[src/tcw_pkg.sv]
package tcw_pkg;

    localparam int COLUMNS_DEF = 80;
    localparam int ROWS_DEF    = 25;

    localparam int CELL_W   = 16;
    localparam int CHAR_W   = 8;
    localparam int COLOR_W  = 8;
    localparam int RROW_W   = 5;
    localparam int RCOL_W   = 7;
    localparam int OUTROW_W = 5;
    localparam int OUTCOL_W = 7;

    localparam logic [CHAR_W-1:0]  CH_NEWLINE   = 8'd10;
    localparam logic [CHAR_W-1:0]  CH_BACKSPACE = 8'd8;
    localparam logic [CHAR_W-1:0]  CH_BLANK     = 8'h20;
    localparam logic [COLOR_W-1:0] RESET_COLOR  = 8'h07;

    localparam logic CMD_PUT  = 1'b0;
    localparam logic CMD_READ = 1'b1;

    typedef struct packed {
        logic [CELL_W-1:0]   cell_entry;
        logic [OUTROW_W-1:0] cursor_row;
        logic [OUTCOL_W-1:0] cursor_col;
        logic                scrolled;
    } tcw_result_t;

endpackage

[src/tcw_engine.sv]
module tcw_engine
    import tcw_pkg::*;
#(
    parameter int COLUMNS = COLUMNS_DEF,
    parameter int ROWS    = ROWS_DEF
) (
    input  logic                                 clk,
    input  logic                                 rst_n,
    input  logic [COLOR_W-1:0]                   text_color,
    input  logic                                 in_valid,
    output logic                                 in_ready,
    input  logic                                 in_cmd,
    input  logic [CHAR_W-1:0]                    in_char,
    input  logic [RROW_W-1:0]                    in_row,
    input  logic [RCOL_W-1:0]                    in_col,
    output logic                                 res_valid,
    input  logic                                 res_ready,
    output tcw_result_t                          res,
    output logic                                 ram_we,
    output logic [$clog2(ROWS*COLUMNS)-1:0]      ram_waddr,
    output logic [CELL_W-1:0]                    ram_wdata,
    output logic                                 ram_re,
    output logic [$clog2(ROWS*COLUMNS)-1:0]      ram_raddr,
    input  logic [CELL_W-1:0]                    ram_rdata
);

    localparam int CELL_COUNT = ROWS * COLUMNS;
    localparam int ADDR_W     = $clog2(CELL_COUNT);
    localparam int ROW_W      = $clog2(ROWS);
    localparam int CROW_W     = $clog2(ROWS + 1);
    localparam int CCOL_W     = $clog2(COLUMNS + 1);

    typedef enum logic [4:0] {
        S_CLEAR  = 5'b00001,
        S_IDLE   = 5'b00010,
        S_BLANK  = 5'b00100,
        S_ACT    = 5'b01000,
        S_FINISH = 5'b10000
    } state_t;

    state_t              state_reg, state_next;
    logic [ADDR_W-1:0]   cnt_reg, cnt_next;
    logic [CROW_W-1:0]   row_reg, row_next;
    logic [CCOL_W-1:0]   col_reg, col_next;
    logic [ROW_W-1:0]    top_reg, top_next;
    logic                scroll_reg, scroll_next;
    logic                cmd_reg, cmd_next;
    logic                inrange_reg, inrange_next;
    logic [CHAR_W-1:0]   char_reg, char_next;
    logic [RROW_W-1:0]   rrow_reg, rrow_next;
    logic [RCOL_W-1:0]   rcol_reg, rcol_next;

    logic [ROW_W-1:0]    phys_src;
    logic [ROW_W:0]      phys_sum;
    logic [ROW_W-1:0]    phys_row;
    logic [ADDR_W-1:0]   row_base;
    logic [CROW_W-1:0]   wrap_row;
    logic [CCOL_W-1:0]   wrap_col;
    logic [ADDR_W-1:0]   col_addr;

    always_comb
    begin
        if (cmd_reg == CMD_READ)
        begin
            phys_src = ROW_W'(rrow_reg);
            col_addr = ADDR_W'(rcol_reg);
        end
        else
        begin
            phys_src = ROW_W'(row_reg);
            col_addr = ADDR_W'(col_reg);
        end
        phys_sum = {1'b0, phys_src} + {1'b0, top_reg};
        if (phys_sum >= (ROW_W + 1)'(ROWS))
        begin
            phys_sum = phys_sum - (ROW_W + 1)'(ROWS);
        end
        phys_row = phys_sum[ROW_W-1:0];
        row_base = ADDR_W'(phys_row) * ADDR_W'(COLUMNS);
    end

    always_comb
    begin
        state_next   = state_reg;
        cnt_next     = cnt_reg;
        row_next     = row_reg;
        col_next     = col_reg;
        top_next     = top_reg;
        scroll_next  = scroll_reg;
        cmd_next     = cmd_reg;
        inrange_next = inrange_reg;
        char_next    = char_reg;
        rrow_next    = rrow_reg;
        rcol_next    = rcol_reg;
        in_ready     = 1'b0;
        res_valid    = 1'b0;
        ram_we       = 1'b0;
        ram_waddr    = cnt_reg;
        ram_wdata    = {RESET_COLOR, CH_BLANK};
        ram_re       = 1'b0;
        ram_raddr    = row_base + col_addr;
        wrap_row     = row_reg;
        wrap_col     = col_reg;

        case (state_reg)
            S_CLEAR:
            begin
                ram_we   = 1'b1;
                cnt_next = cnt_reg + 1'b1;
                if (cnt_reg == ADDR_W'(CELL_COUNT - 1))
                begin
                    cnt_next   = '0;
                    state_next = S_IDLE;
                end
            end
            S_IDLE:
            begin
                in_ready = 1'b1;
                if (in_valid)
                begin
                    cmd_next     = in_cmd;
                    char_next    = in_char;
                    rrow_next    = in_row;
                    rcol_next    = in_col;
                    inrange_next = (in_row < ROWS) && (in_col < COLUMNS);
                    cnt_next     = '0;
                    state_next   = S_ACT;
                    if (in_cmd == CMD_PUT)
                    begin
                        if (col_reg >= CCOL_W'(COLUMNS))
                        begin
                            wrap_col = '0;
                            wrap_row = row_reg + 1'b1;
                        end
                        if (wrap_row >= CROW_W'(ROWS))
                        begin
                            wrap_row    = CROW_W'(ROWS - 1);
                            scroll_next = 1'b1;
                            state_next  = S_BLANK;
                        end
                        row_next = wrap_row;
                        col_next = wrap_col;
                    end
                end
            end
            S_BLANK:
            begin
                ram_we    = 1'b1;
                ram_waddr = ADDR_W'(top_reg) * ADDR_W'(COLUMNS) + cnt_reg;
                ram_wdata = {text_color, CH_BLANK};
                cnt_next  = cnt_reg + 1'b1;
                if (cnt_reg == ADDR_W'(COLUMNS - 1))
                begin
                    cnt_next   = '0;
                    top_next   = (top_reg == ROW_W'(ROWS - 1)) ? '0 : top_reg + 1'b1;
                    state_next = S_ACT;
                end
            end
            S_ACT:
            begin
                state_next = S_FINISH;
                if (cmd_reg == CMD_READ)
                begin
                    ram_re = inrange_reg;
                end
                else if (char_reg == CH_NEWLINE)
                begin
                    col_next = '0;
                    row_next = row_reg + 1'b1;
                end
                else if (char_reg == CH_BACKSPACE)
                begin
                    if (col_reg != '0)
                    begin
                        col_next = col_reg - 1'b1;
                    end
                end
                else
                begin
                    ram_we    = 1'b1;
                    ram_waddr = row_base + col_addr;
                    ram_wdata = {text_color, char_reg};
                    col_next  = col_reg + 1'b1;
                end
            end
            S_FINISH:
            begin
                res_valid = 1'b1;
                if (res_ready)
                begin
                    scroll_next = 1'b0;
                    state_next  = S_IDLE;
                end
            end
            default:
            begin
                state_next = S_IDLE;
            end
        endcase
    end

    always_comb
    begin
        res.cell_entry = (cmd_reg == CMD_READ && inrange_reg) ? ram_rdata : '0;
        res.cursor_row = OUTROW_W'(row_reg);
        res.cursor_col = OUTCOL_W'(col_reg);
        res.scrolled   = scroll_reg;
    end

    always_ff @(posedge clk or negedge rst_n)
    begin
        if (!rst_n)
        begin
            state_reg  <= S_CLEAR;
            cnt_reg    <= '0;
            row_reg    <= '0;
            col_reg    <= '0;
            top_reg    <= '0;
            scroll_reg <= 1'b0;
        end
        else
        begin
            state_reg  <= state_next;
            cnt_reg    <= cnt_next;
            row_reg    <= row_next;
            col_reg    <= col_next;
            top_reg    <= top_next;
            scroll_reg <= scroll_next;
        end
    end

    always_ff @(posedge clk)
    begin
        cmd_reg     <= cmd_next;
        inrange_reg <= inrange_next;
        char_reg    <= char_next;
        rrow_reg    <= rrow_next;
        rcol_reg    <= rcol_next;
    end

endmodule
[config.mk]
export PLATFORM = sky130hd
export DESIGN_NAME = tcw_engine
export DESIGN_NICKNAME = d
export VERILOG_FILES = /design/src/tcw_pkg.sv /design/src/tcw_engine.sv
export SDC_FILE = /design/constraint.sdc
export NUM_CORES = 1
export LEC_CHECK = 0
export ABC_AREA = 1
export ABC_CLOCK_PERIOD_IN_PS = 18400
export CAP_MARGIN = 20
export CORE_UTILIZATION = 50
export CTS_CLUSTER_DIAMETER = 30
export DETAILED_ROUTE_END_ITERATION = 8
export DONT_BUFFER_PORTS = 1
export GPL_TIMING_DRIVEN = 0
export PLACE_DENSITY = 0.63
export SETUP_SLACK_MARGIN = 0.02
export SLEW_MARGIN = 10
export SYNTH_ARGS = -nofsm -noshare
export SYNTH_HDL_FRONTEND = slang
export SYNTH_SLANG_ARGS = --single-unit
[constraint.sdc]
create_clock -name clk -period 18.4 [get_ports clk]
set_clock_uncertainty 0.2 [all_clocks]
set_input_delay 4.6 -clock clk [delete_from_list [all_inputs] [get_ports clk]]
set_output_delay 4.6 -clock clk [all_outputs]
set_load 0.02 [all_outputs]
==> results.md, run 1 <==
- GRT Overall Usage: 24.2%
- Top cells by area, synth: dfrtp_1 (17%), edfxtp_1 (14%), nand2_1 (13%)
- Worst-case headroom to the max-slew limit: 30.6%
- Number of inserted diodes: 0
- Clock sink count: 56
- Aggregate negative setup slack: 0 ns
- Worst endpoint data arrival time: 5.58 ns
- CTS-repair resized insts: 0
- Slew at the pin with the worst max-slew slack: 1.03 ns
- Fin cells: 803
- Clock Pin Slew Worst Setup and Hold Paths: 0.11 ns
- Critical register-to-register path startpoint: char_reg[2]$_DFFE_PP_
- Total of hold buffers inserted after clock tree synthesis: 0
- Post-synth top area share: 17.3%
- Setup violation total in the final timing report: 0
- Pre-antenna DRT Iters: 5
- Clock Root Buffer: clkbuf_8
- Start-to-end type of the worst setup path: flip-flop to primary output
- Total global routing overflow: 0
- H-tree levels: 2
- Count of different cell masters after synthesis: 44
- Final count of hold timing violations: 0
- Layout cells sized above 1: 7.12%
- Cell depth of the worst flop-to-flop path: 10
- Share of synthesized registers carrying an async set or reset: 60.7%
- Fillers: 883
- Synth Flop Type: dfrtp_1
- Cell leakage power: 0.00258 uW
- DR iter-0 viols: 162
- Via/cell ratio: 5.37
- Half-perimeter wire length after detailed placement: 9.32 mm
- Number of routed nets with antenna violations: 0
- Max Fanout on Critical Path: 10
- Max Clk Rate: 96.4 MHz
- Remaining DRCs: 0
- Core Region: 0.00924 mm2
- Count of yosys warnings during synthesis: 0
- Number of flip-flops and latches in the synthesized netlist: 56
- Sequential share of the synthesized area: 31.8%
- Most frequent cells in the layout: nand2_1 (164), inv_1 (107), nor2_1 (53), nand3_1 (53), o21ai_0 (37)
- Max IR drop VDD: 0.0000698 V
- CP required: 13.60 ns
- Worst hold path cell count: 2
- Switching portion of total power: 54.5%
- Total power divided by cell area: 145 mW/mm2
- Dpl cells: 795
- Library cell with the largest summed area after synthesis: dfrtp_1
- Routability congestion estimate from global placement: 0.849
- Number of buffers on the longest clock path: 2
- Number of maximum-capacitance violations: 0
- Number of enable-type register cells in the synthesized netlist: 22
- Part of the power in the clock network: 11.6%
- Via count of the first global-routing pass: 4,034
- Type of the most critical hold path: flip-flop to flip-flop
- Count of nets after finishing: 763
- Critical Path Sink Type: primary output
- Starting density of the core: 51.5%
- Setup crit start kind: flip-flop
- Final-report max-slew violation count: 0
- Post-layout min period: 10.38 ns
- Unrepaired setup endpoints after global routing: no
- TritonCTS clock tree: yes
- Post-CTS Repair Setup Buffers: 0
- Psw: 400 uW
- Final Power: 734 uW
- Post-synthesis to final-layout area growth: 6.54%
- Area of the die: 0.00992 mm2
- Insertion delay of the later-clocked pin in the worst-skew pair: 0.32 ns
- Largest net degree at the start of global routing: 35
- Die X-Extent: 99.6 um
- Via Count: 4,316
- Routed wirelength normalized by instance count: 14.5 um
- Post-Synthesis Mean Instance Area: 7.17 um2
- Syn Inst Count: 664
- Startpoint of the most critical setup path: cmd_reg$_DFFE_PP_
- Boundary Pins: 120
- Period utilization: 56.4%
- Result of the run: complete, no violations
- Mapped cell area: 0.00476 mm2
- First-pass GRT wire length: 18.9 mm
- Antenna violations before repair: 0
- Syn_nets: 754
- Final wirelength: 11.6 mm
- Number of core rows: 35
- Commonest non-fill, non-tap cell in the layout: nand2_1
- Worst min-delay path startpoint: scroll_reg$_DFFE_PN0P_
- Proportion of power drawn by flip-flops and latches: 27.7%
- Number of flip-flops in the largest register: 11
- Number of buffers inserted by port buffering: 0
- Cell Int Power: 334 uW
- Inserted Clock Buffers: 5
- Power share of the combinational group: 60.7%
- Core Util, Final: 54.9%
- Height of the die: 99.6 um
==> layout make-up <==
type	instances	area, um2	share of cell area [%]
Buffer	11	57.6	1.13
Clock buffer	5	68.8	1.36
Clock inverter	3	46.3	0.913
Inverter	115	434	8.56
Multi-Input combinational cell	482	2770	54.5
Sequential cell	56	1510	29.8
Tap cell	129	161	3.18
Timing Repair Buffer	2	26.3	0.518
==> cell families after synthesis <==
logic type,count (synthesis),share of synthesized area (%)
and+or+nand+nor,331,31.4
AOI/OAI and AO/OA,83,9.54
DFF,56,31.8
xor gates and xnor gates,27,5.28
buffers and inverters,126,10.3
adders and majority gates,41,11.7
==> cells in the mapped netlist (6+ instances only) <==
cell,count
nor3_1,14
xor2_1,19
inv_2,6
clkbuf_1,6
nand2_1,164
fa_1,6
o21ai_0,37
dfrtp_1,33
nand3b_1,7
o21ai_1,9
inv_1,107
a21oi_1,22
ha_1,35
nand4_1,11
xnor2_1,6
nand3_1,53
nor2_1,54
edfxtp_1,22
==> metrics by stage <==
step | worst slack (ns) | hold WS (ns) | cell area [um2]
CTS | 7.96 | 0.349 | 5070
global route | 7.51 | 0.388 | 5070
finish | 8.02 | 0.342 | 5070
global placement | 8.39 | 0.325 | 4920
floorplan | 8.66 | 0.304 | 4760
detailed placement | 8.32 | 0.336 | 4960
==> metal layers <==
layer / GRT usage, % / vias to the layer above / wire length [um]
li1: - / 2179 / -
met1: 30.8 / 1984 / 5100
met2: 43.1 / 149 / 5690
met3: 4.08 / 4 / 779
met4: 4.98 / 0 / 58
met5: 0 / - / 0
==> path summary, 6_finish.rpt <==
| kind | end | slack (ns) |
|---|---|---|
| worst max-delay path | ram_waddr[10] | 8.02 |
| worst min-delay path | scroll_reg$_DFFE_PN0P_ | 0.34 |
| worst max register to register | col_reg[3]$_DFFE_PN0P_ | 15.69 |
| worst min register to register | scroll_reg$_DFFE_PN0P_ | 0.34 |
| max in group asynchronous | state_reg[0]$_DFFE_PN1P_ | 14.07 |
| min in group asynchronous | cnt_reg[5]$_DFFE_PN0P_ | 3.76 |
==> power groups by stage <==
stage                     Clock [uW]  Combinational, uW  Sequential [uW]
after CTS                       87.8                448              203
after global placement             0                433              206
final                           85.5                446              203
after global routing            92.7                498              207
after floorplan                    0                365              195
after detailed placement           0                447              205
==> critical path, stage by stage, from the launching register on <==
cell and delay, ns:
edfxtp_1 0.34, clkbuf_1 0.39, clkbuf_1 0.39, o21ai_0 0.19, ha_1 0.24, fa_1 0.44
xnor2_2 0.33, nand3b_1 0.15, nand3_2 0.11, nand2_2 0.11, o21ai_0 0.45, ha_1 0.32
ha_1 0.23, fa_1 0.39, xor2_1 0.23, nand3_1 0.12, or2_2 0.29, nand2_1 0.09
inv_1 0.04, nand3_1 0.09, nand3_1 0.08, nand3_1 0.22
(Power assumes the default switching activity.)
==> run 2: changes to the inputs <==
--- a/config.mk
+++ b/config.mk
@@ -5,8 +5,8 @@
 export SDC_FILE = /design/constraint.sdc
 export NUM_CORES = 1
 export LEC_CHECK = 0
-export ABC_AREA = 1
-export ABC_CLOCK_PERIOD_IN_PS = 18400
+export ABC_AREA = 0
+export ABC_CLOCK_PERIOD_IN_PS = 10170
 export CAP_MARGIN = 20
 export CORE_UTILIZATION = 50
 export CTS_CLUSTER_DIAMETER = 30
==> constraint.sdc (replaced) <==
create_clock -name clk -period 10.17 [get_ports clk]
set_clock_uncertainty 0.2 [all_clocks]
set_input_delay 2.5425 -clock clk [delete_from_list [all_inputs] [get_ports clk]]
set_output_delay 2.5425 -clock clk [all_outputs]
set_load 0.02 [all_outputs]
==> run 2 against run 1 <==
  * Sequential share of layout area grew 2.5 points
  * Largest cell class unchanged
  * Largest power group unchanged
  * Total power grew 94%
  * Critical path type unchanged
  * Sequential power grew 74%
  * Synthesized cell count shrank 28%
  * Design area shrank 7.6%
==> results.md, run 2 <==
- Routed wirelength normalized by instance count: 17.6 um (+21%)
- Top cells by area, synth: dfrtp_1 (19%), edfxtp_1 (15%), ha_1 (9.9%)
- Top post-synthesis cells by count: o21ai_0 (39), ha_1 (35), nand2_1 (35), nor2_1 (35), dfrtp_1 (33)
- Max Fanout on Critical Path: 10 (unchanged)
- Setup violation total in the final timing report: 0 (unchanged)
- Sequential share of the synthesized area: 34.3% (+2.5 points)
- TritonCTS clock tree: yes
- Number of core rows: 33 (-5.7%)
- Number of flip-flops in the largest register: 11 (unchanged)
- Most Frequent Cell on Critical Path: ha_1
- Height of the die: 96.0 um (-3.6%)
- Final wirelength: 10.4 mm (-10%)
- Via Count: 3,624 (-16%)
- Share of synthesized registers carrying an async set or reset: 60.7% (unchanged)
- First-pass GRT wire length: 16.8 mm (-11%)
- Routability congestion estimate from global placement: 0.865 (+1.9%)
- Final-report max-slew violation count: 0 (unchanged)
- Clock Pin Slew Worst Setup and Hold Paths: 0.10 ns (about the same)
- Via count of the first global-routing pass: 3,377 (-16%)
- Remaining DRCs: 0 (unchanged)
- Max Clk Rate: 105 MHz
- GRT Overall Usage: 24.0% (-0.19 points)
- Period utilization: 93.9%
- Cell Int Power: 670 uW (+100%)
- Max IR drop VDD: 0.000178 V (+150%)
- Die X-Extent: 96.0 um (-3.6%)
- Mapped cell area: 0.00442 mm2 (-7.3%)
- Synth Flop Type: dfrtp_1
- Number of routed nets with antenna violations: 0 (unchanged)
- Most frequent cells in the layout: o21ai_0 (39), nand2_1 (35), nor2_1 (35), ha_1 (35), dfrtp_1 (33)
- CP required: 7.43 ns (-6.17 ns)
- Part of the power in the clock network: 9.5% (-2.1 points)
- Final count of hold timing violations: 0 (unchanged)
- Via/cell ratio: 6.11 (+14%)
- Syn_nets: 569 (-25%)
- Commonest non-fill, non-tap cell in the layout: o21ai_0
- Slew at the pin with the worst max-slew slack: 0.981 ns (-0.0501 ns)
- Worst reg2reg setup slack: 6.84 ns (-8.85 ns)
- Cells along the critical path: clkbuf_1 > clkbuf_2 > mux2_2 > ha_1 > fa_1 > a21o_1 > a21oi_1 > xnor2_1 > nand2_1 > o21bai_2 > o31ai_1 > xnor2_1 > ha_1 > ha_1 > fa_1 > nand2_1 > o21bai_1 > or4_1 > nand3_1 > a221oi_1 > xor2_2 > a221o_1
- Delay of the slowest cell on the worst path: 0.55 ns (+0.10 ns)
- Worst-case headroom to the max-slew limit: 33.9% (+3.3 points)
- Number of maximum-capacitance violations: 0 (unchanged)
- Pre-antenna DRT Iters: 4 (-1)
- Number of buffers inserted by port buffering: 0 (unchanged)
- Critical Path Sink Type: primary output
- Post-Synthesis Mean Instance Area: 9.22 um2 (+29%)
- Largest net degree at the start of global routing: 35 (unchanged)
- Type of the most critical hold path: flip-flop to flip-flop
- Capturing point of the worst reg2reg path: col_reg[6]$_DFFE_PN0P_
- Cell leakage power: 0.00204 uW (-21%)
- Power share of the combinational group: 65.8% (+5.1 points)
- Layout cells sized above 1: 7.17% (+0.050 points)
- Result of the run: complete, no violations
- Critical register-to-register path startpoint: char_reg[7]$_DFFE_PP_
- Clock Root Buffer: clkbuf_8
- Number of inserted diodes: 0 (unchanged)
- Cell depth of the worst flop-to-flop path: 11 (+1)
- Unrepaired setup endpoints after global routing: no
- Worst endpoint data arrival time: 6.81 ns (+1.23 ns)
- Half-perimeter wire length after detailed placement: 8.12 mm (-13%)
- Area of the die: 0.00921 mm2 (-7.1%)
- Number of buffers on the longest clock path: 2 (unchanged)
- Number of flip-flops and latches in the synthesized netlist: 56 (unchanged)
- H-tree levels: 2 (unchanged)
- Count of nets after finishing: 577 (-24%)
- Count of different cell masters after synthesis: 66 (+50%)
- Endpoint of the worst setup timing path: ram_waddr[10]
- Boundary Pins: 120 (unchanged)
- Clock sink count: 56 (unchanged)
- Library cell with the largest summed area after synthesis: dfrtp_1
- Fin cells: 593 (-26%)
- Worst hold path cell count: 1 (-1)
- DR iter-0 viols: 123 (-24%)
- Setup crit start kind: flip-flop
- Switching portion of total power: 53.0% (-1.5 points)
- Post-synth top area share: 18.7% (+1.4 points)
- Most used standard cell by instance count after synthesis: o21ai_0
- Startpoint of the most critical setup path: cmd_reg$_DFFE_PP_
- Syn Inst Count: 479 (-28%)
- Dpl cells: 584 (-27%)
- Psw: 757 uW (+89%)
- Worst hold margin: 0.349 ns (+0.00721 ns)
- Count of yosys warnings during synthesis: 0 (unchanged)
- Starting density of the core: 52.7% (+1.2 points)
- Antenna violations before repair: 0 (unchanged)
- Total power divided by cell area: 305 mW/mm2 (+110%)
- Inserted Clock Buffers: 5 (unchanged)
- Number of enable-type register cells in the synthesized netlist: 22 (unchanged)
- Fillers: 768 (-13%)
- Post-synthesis to final-layout area growth: 6.09%
- Total of hold buffers inserted after clock tree synthesis: 0 (unchanged)
- Core Region: 0.00838 mm2 (-9.3%)
- Aggregate negative setup slack: 0 ns (unchanged)
- Total global routing overflow: 0 (unchanged)
- Start-to-end type of the worst setup path: flip-flop to primary output
- CP max stage cell: fa_1
- Post-layout min period: 9.55 ns
- Insertion delay of the later-clocked pin in the worst-skew pair: 0.31 ns (about the same)
- Proportion of power drawn by flip-flops and latches: 24.7% (-3.0 points)
-- run 2: per-layer routing --
layer	share of wire [%]	global-route usage [%]
met2	49	40.0
met3	4.7	5.21
met1	45	31.7
met5	0	0
met4	1.3	5.85
-- run 2: power groups by stage --
stage               registers, uW  clock network, uW  logic (uW)
floorplan                     345                  0         762
global placement              357                  0         899
detailed placement            358                  0         914
CTS                           354                139         918
global route                  361                148        1030
finish                        353                135         939
-- run 2: repair_timing --
| action | in CTS | in global routing |
|---|---|---|
| buffers inserted | 0 | 0 |
| endpoints found under the hold margin | 0 | 0 |
| setup endpoints to repair | 0 | 1 |
| gates resized for setup | 0 | 3 |
-- run 2: area by class of cell --
type | instances | area, um2 | share of cell area (%)
multi-input cells | 384 | 2760 | 58.9
flip-flops and latches | 56 | 1510 | 32.3
well taps | 105 | 131 | 2.80
clock buffers | 8 | 101 | 2.16
inverters | 23 | 86.3 | 1.84
plain buffers | 16 | 66.3 | 1.42
repair buffers | 1 | 27.5 | 0.588
-- run 2: cell families after synthesis --
family / share of synthesized area (%)
AO/OA/AOI/OAI: 17.6
XOR/XNOR: 7.51
adder cells (fa/ha/maj): 12.6
buffers and inverters: 3.43
flip-flops: 34.3
multiplexers: 3.46
AND/OR/NAND/NOR: 21.1
-- run 2: metrics by stage --
step / util [%] / instance area (um2) / setup slack (ns) / total power, uW
4_1_cts: 55.5 / 4650 / 0.347 / 1410
3_3_place_gp: 54.2 / 4550 / 0.776 / 1260
5_1_grt: 55.9 / 4680 / 0.0909 / 1540
3_5_place_dp: 54.2 / 4550 / 0.730 / 1270
6_report: 55.9 / 4680 / 0.619 / 1430
2_1_floorplan: - / 4420 / 1.61 / 1110
-- run 2: worst min path at each step --
stage | startpoint | to | slack [ns]
2_1_floorplan | cnt_reg[2]$_DFFE_PN0P_ | cnt_reg[2]$_DFFE_PN0P_ | 0.28
3_3_place_gp | scroll_reg$_DFFE_PN0P_ | scroll_reg$_DFFE_PN0P_ | 0.31
3_5_place_dp | scroll_reg$_DFFE_PN0P_ | scroll_reg$_DFFE_PN0P_ | 0.33
4_1_cts | cnt_reg[2]$_DFFE_PN0P_ | cnt_reg[2]$_DFFE_PN0P_ | 0.35
5_1_grt | cnt_reg[3]$_DFFE_PN0P_ | cnt_reg[3]$_DFFE_PN0P_ | 0.38
6_report | cnt_reg[2]$_DFFE_PN0P_ | cnt_reg[2]$_DFFE_PN0P_ | 0.35
-- run 2: critical path: cells and delay by family (launching register included) --
family          cells  cell delay [ns]
compound gates      7             1.63
flops               1             0.33
buf+inv             2             0.73
xor+xnor            3             0.86
simple gates        4             0.85
fa+ha+maj           5             1.71
mux                 1             0.38
==> run 3: changes to the inputs <==
--- a/config.mk
+++ b/config.mk
@@ -6,9 +6,10 @@
 export NUM_CORES = 1
 export LEC_CHECK = 0
 export ABC_AREA = 0
-export ABC_CLOCK_PERIOD_IN_PS = 10170
+export ABC_CLOCK_PERIOD_IN_PS = 10900
 export CAP_MARGIN = 20
 export CORE_UTILIZATION = 50
+export CTS_BUF_LIST = sky130_fd_sc_hd__clkbuf_8
 export CTS_CLUSTER_DIAMETER = 30
 export DETAILED_ROUTE_END_ITERATION = 8
 export DONT_BUFFER_PORTS = 1
==> constraint.sdc (replaced) <==
create_clock -name clk -period 10.9 [get_ports clk]
set_clock_uncertainty 0.2 [all_clocks]
set_input_delay 2.725 -clock clk [delete_from_list [all_inputs] [get_ports clk]]
set_output_delay 2.725 -clock clk [all_outputs]
set_load 0.05 [all_outputs]
==> run 3 against run 2 <==
  * Design area up 1.6%
  * Count of clock-buffer cells in the layout decreased by 3
  * Critical path depth stayed put
  * Flip-flop and latch count unchanged
  * Via count is 1.2% higher
  * Wire length increased by 1.9%
  * Setup slack got worse by 0.088 ns
  * First-iteration DRC count grew 15%
  * Critical path type unchanged
==> results.md, run 3 (same netlist as run 2, synthesis figures left out) <==
- Insertion delay of the later-clocked pin in the worst-skew pair: 0.31 ns (about the same)
- Result of the run: complete, no violations
- Layout cells sized above 1: 8.37% (+1.2 points)
- Via/cell ratio: 6.04 (-1.1%)
- Most frequent cells in the layout: nand2_1 (35), nor2_1 (35), ha_1 (35), dfrtp_1 (33), o21ai_0 (32)
- Total global routing overflow: 0 (unchanged)
- DR iter-0 viols: 142 (+15%)
- Count of nets after finishing: 591 (+2.4%)
- Worst hold margin: 0.342 ns (-0.00669 ns)
- Routed wirelength normalized by instance count: 17.5 um (-0.49%)
- Slew at the pin with the worst max-slew slack: 0.984 ns (+0.00296 ns)
- First-pass GRT wire length: 17.1 mm (+1.3%)
- H-tree levels: 2 (unchanged)
- Number of core rows: 33 (unchanged)
- Final-report max-slew violation count: 0 (unchanged)
- CP required: 7.98 ns (+0.55 ns)
- Remaining DRCs: 0 (unchanged)
- Routability congestion estimate from global placement: 0.865 (unchanged)
- Final count of hold timing violations: 0 (unchanged)
- Final wirelength: 10.6 mm (+1.9%)
- Via Count: 3,668 (+1.2%)
- Core Util, Final: 56.8% (+0.90 points)
- Unrepaired setup endpoints after global routing: no
- Worst endpoint data arrival time: 7.44 ns (+0.63 ns)
- Number of buffers inserted by port buffering: 0 (unchanged)
- Starting density of the core: 52.7% (unchanged)
- Setup violation total in the final timing report: 0 (unchanged)
- Number of buffers on the longest clock path: 2 (unchanged)
- Core Region: 0.00838 mm2 (unchanged)
- Critical Path Sink Type: primary output
- Max Clk Rate: 96.4 MHz
- Inserted Clock Buffers: 5 (unchanged)
- Largest net degree at the start of global routing: 35 (unchanged)
- Via count of the first global-routing pass: 3,505 (+3.8%)
- Aggregate negative setup slack: 0 ns (unchanged)
- Type of the most critical hold path: flip-flop to flip-flop
- Height of the die: 96.0 um (unchanged)
- Post-layout min period: 10.37 ns
- Setup crit start kind: flip-flop
- Die X-Extent: 96.0 um (unchanged)
- Max Fanout on Critical Path: 10 (unchanged)
- Clock Root Buffer: clkbuf_8
- Number of inserted diodes: 0 (unchanged)
- Clock sink count: 56 (unchanged)
- Half-perimeter wire length after detailed placement: 8.28 mm (+2.0%)
- Number of maximum-capacitance violations: 0 (unchanged)
- Area of the die: 0.00921 mm2 (unchanged)
- Start-to-end type of the worst setup path: flip-flop to primary output
- Clock Pin Slew Worst Setup and Hold Paths: 0.10 ns (about the same)
- Period utilization: 95.1%
- Dpl cells: 598 (+2.4%)
- Worst-case headroom to the max-slew limit: 34.0% (+0.054 points)
- Boundary Pins: 120 (unchanged)
- Number of routed nets with antenna violations: 0 (unchanged)
- Fin cells: 607 (+2.4%)
- Number of flip-flops in the largest register: 11 (unchanged)
- Post-synthesis to final-layout area growth: 7.79%
- GRT Overall Usage: 24.2% (+0.20 points)
- Antenna violations before repair: 0 (unchanged)
- TritonCTS clock tree: yes
- Pre-antenna DRT Iters: 4 (unchanged)
-- run 3: cell type report --
cell class	instances	area, um2
Buffer	16	65.1
Fill cell	772	3620
Tap cell	105	131
Multi-Input combinational cell	384	2760
Inverter	23	86.3
Clock inverter	3	37.5
Sequential cell	56	1510
Timing Repair Buffer	15	93.8
Clock buffer	5	68.8
-- run 3: metrics by stage --
step                      setup slack [ns]  area [um2]
after floorplan                       1.50        4420
after global placement               0.677        4550
after detailed placement             0.609        4630
after CTS                            0.239        4740
after global routing                0.0618        4760
final                                0.531        4760
-- run 3: worst paths after layout --
| kind | startpoint | endpoint | slack (ns) | cells after the start |
|---|---|---|---|---|
| hold reg to reg | cnt_reg[2]$_DFFE_PN0P_ | cnt_reg[2]$_DFFE_PN0P_ | 0.34 | 1 |
| setup reg to reg | char_reg[7]$_DFFE_PP_ | col_reg[6]$_DFFE_PN0P_ | 7.55 | 11 |
| max in group asynchronous | rst_n | state_reg[0]$_DFFE_PN1P_ | 8.41 | 0 |
| min in group asynchronous | rst_n | row_reg[0]$_DFFE_PN0P_ | 1.90 | 0 |
| setup / recovery | cmd_reg$_DFFE_PP_ | ram_waddr[10] | 0.53 | 22 |
| hold / removal | cnt_reg[2]$_DFFE_PN0P_ | cnt_reg[2]$_DFFE_PN0P_ | 0.34 | 1 |
-- run 3: repair_timing --
action                                  4_1_cts  5_1_grt
endpoints found under the setup margin        0        1
gates resized for setup                       0        1
endpoints found under the hold margin         0        0
hold buffers                                  0        0
buffers inserted                              0        0
-- run 3: metal layers --
layer	track usage [%]	up-vias	wire length (um)
met5	0	-	0
met4	6.47	0	133
met1	31.1	1788	4640
met2	41.1	84	5300
met3	5.21	10	545
li1	-	1786	-
-- run 3: worst max-delay path, cell delays in order (launching register included) --
cell and delay (ns):
edfxtp_1 0.33, clkbuf_1 0.40, clkbuf_1 0.45, mux2_2 0.41, ha_1 0.21, fa_1 0.44, a21o_1 0.21, a21oi_1 0.34
xnor2_1 0.25, nand2_1 0.19, o21bai_2 0.32, o31ai_1 0.14, xnor2_1 0.24, ha_1 0.28, ha_1 0.23, fa_1 0.54
nand2_1 0.08, o21bai_1 0.20, or4_1 0.49, nand3_1 0.10, a221oi_1 0.12, xor2_2 0.59, a221o_1 0.57
Power of run 3 is not shown: default switching activity piles up to over one toggle a cycle in this logic, so the estimate is an artifact.
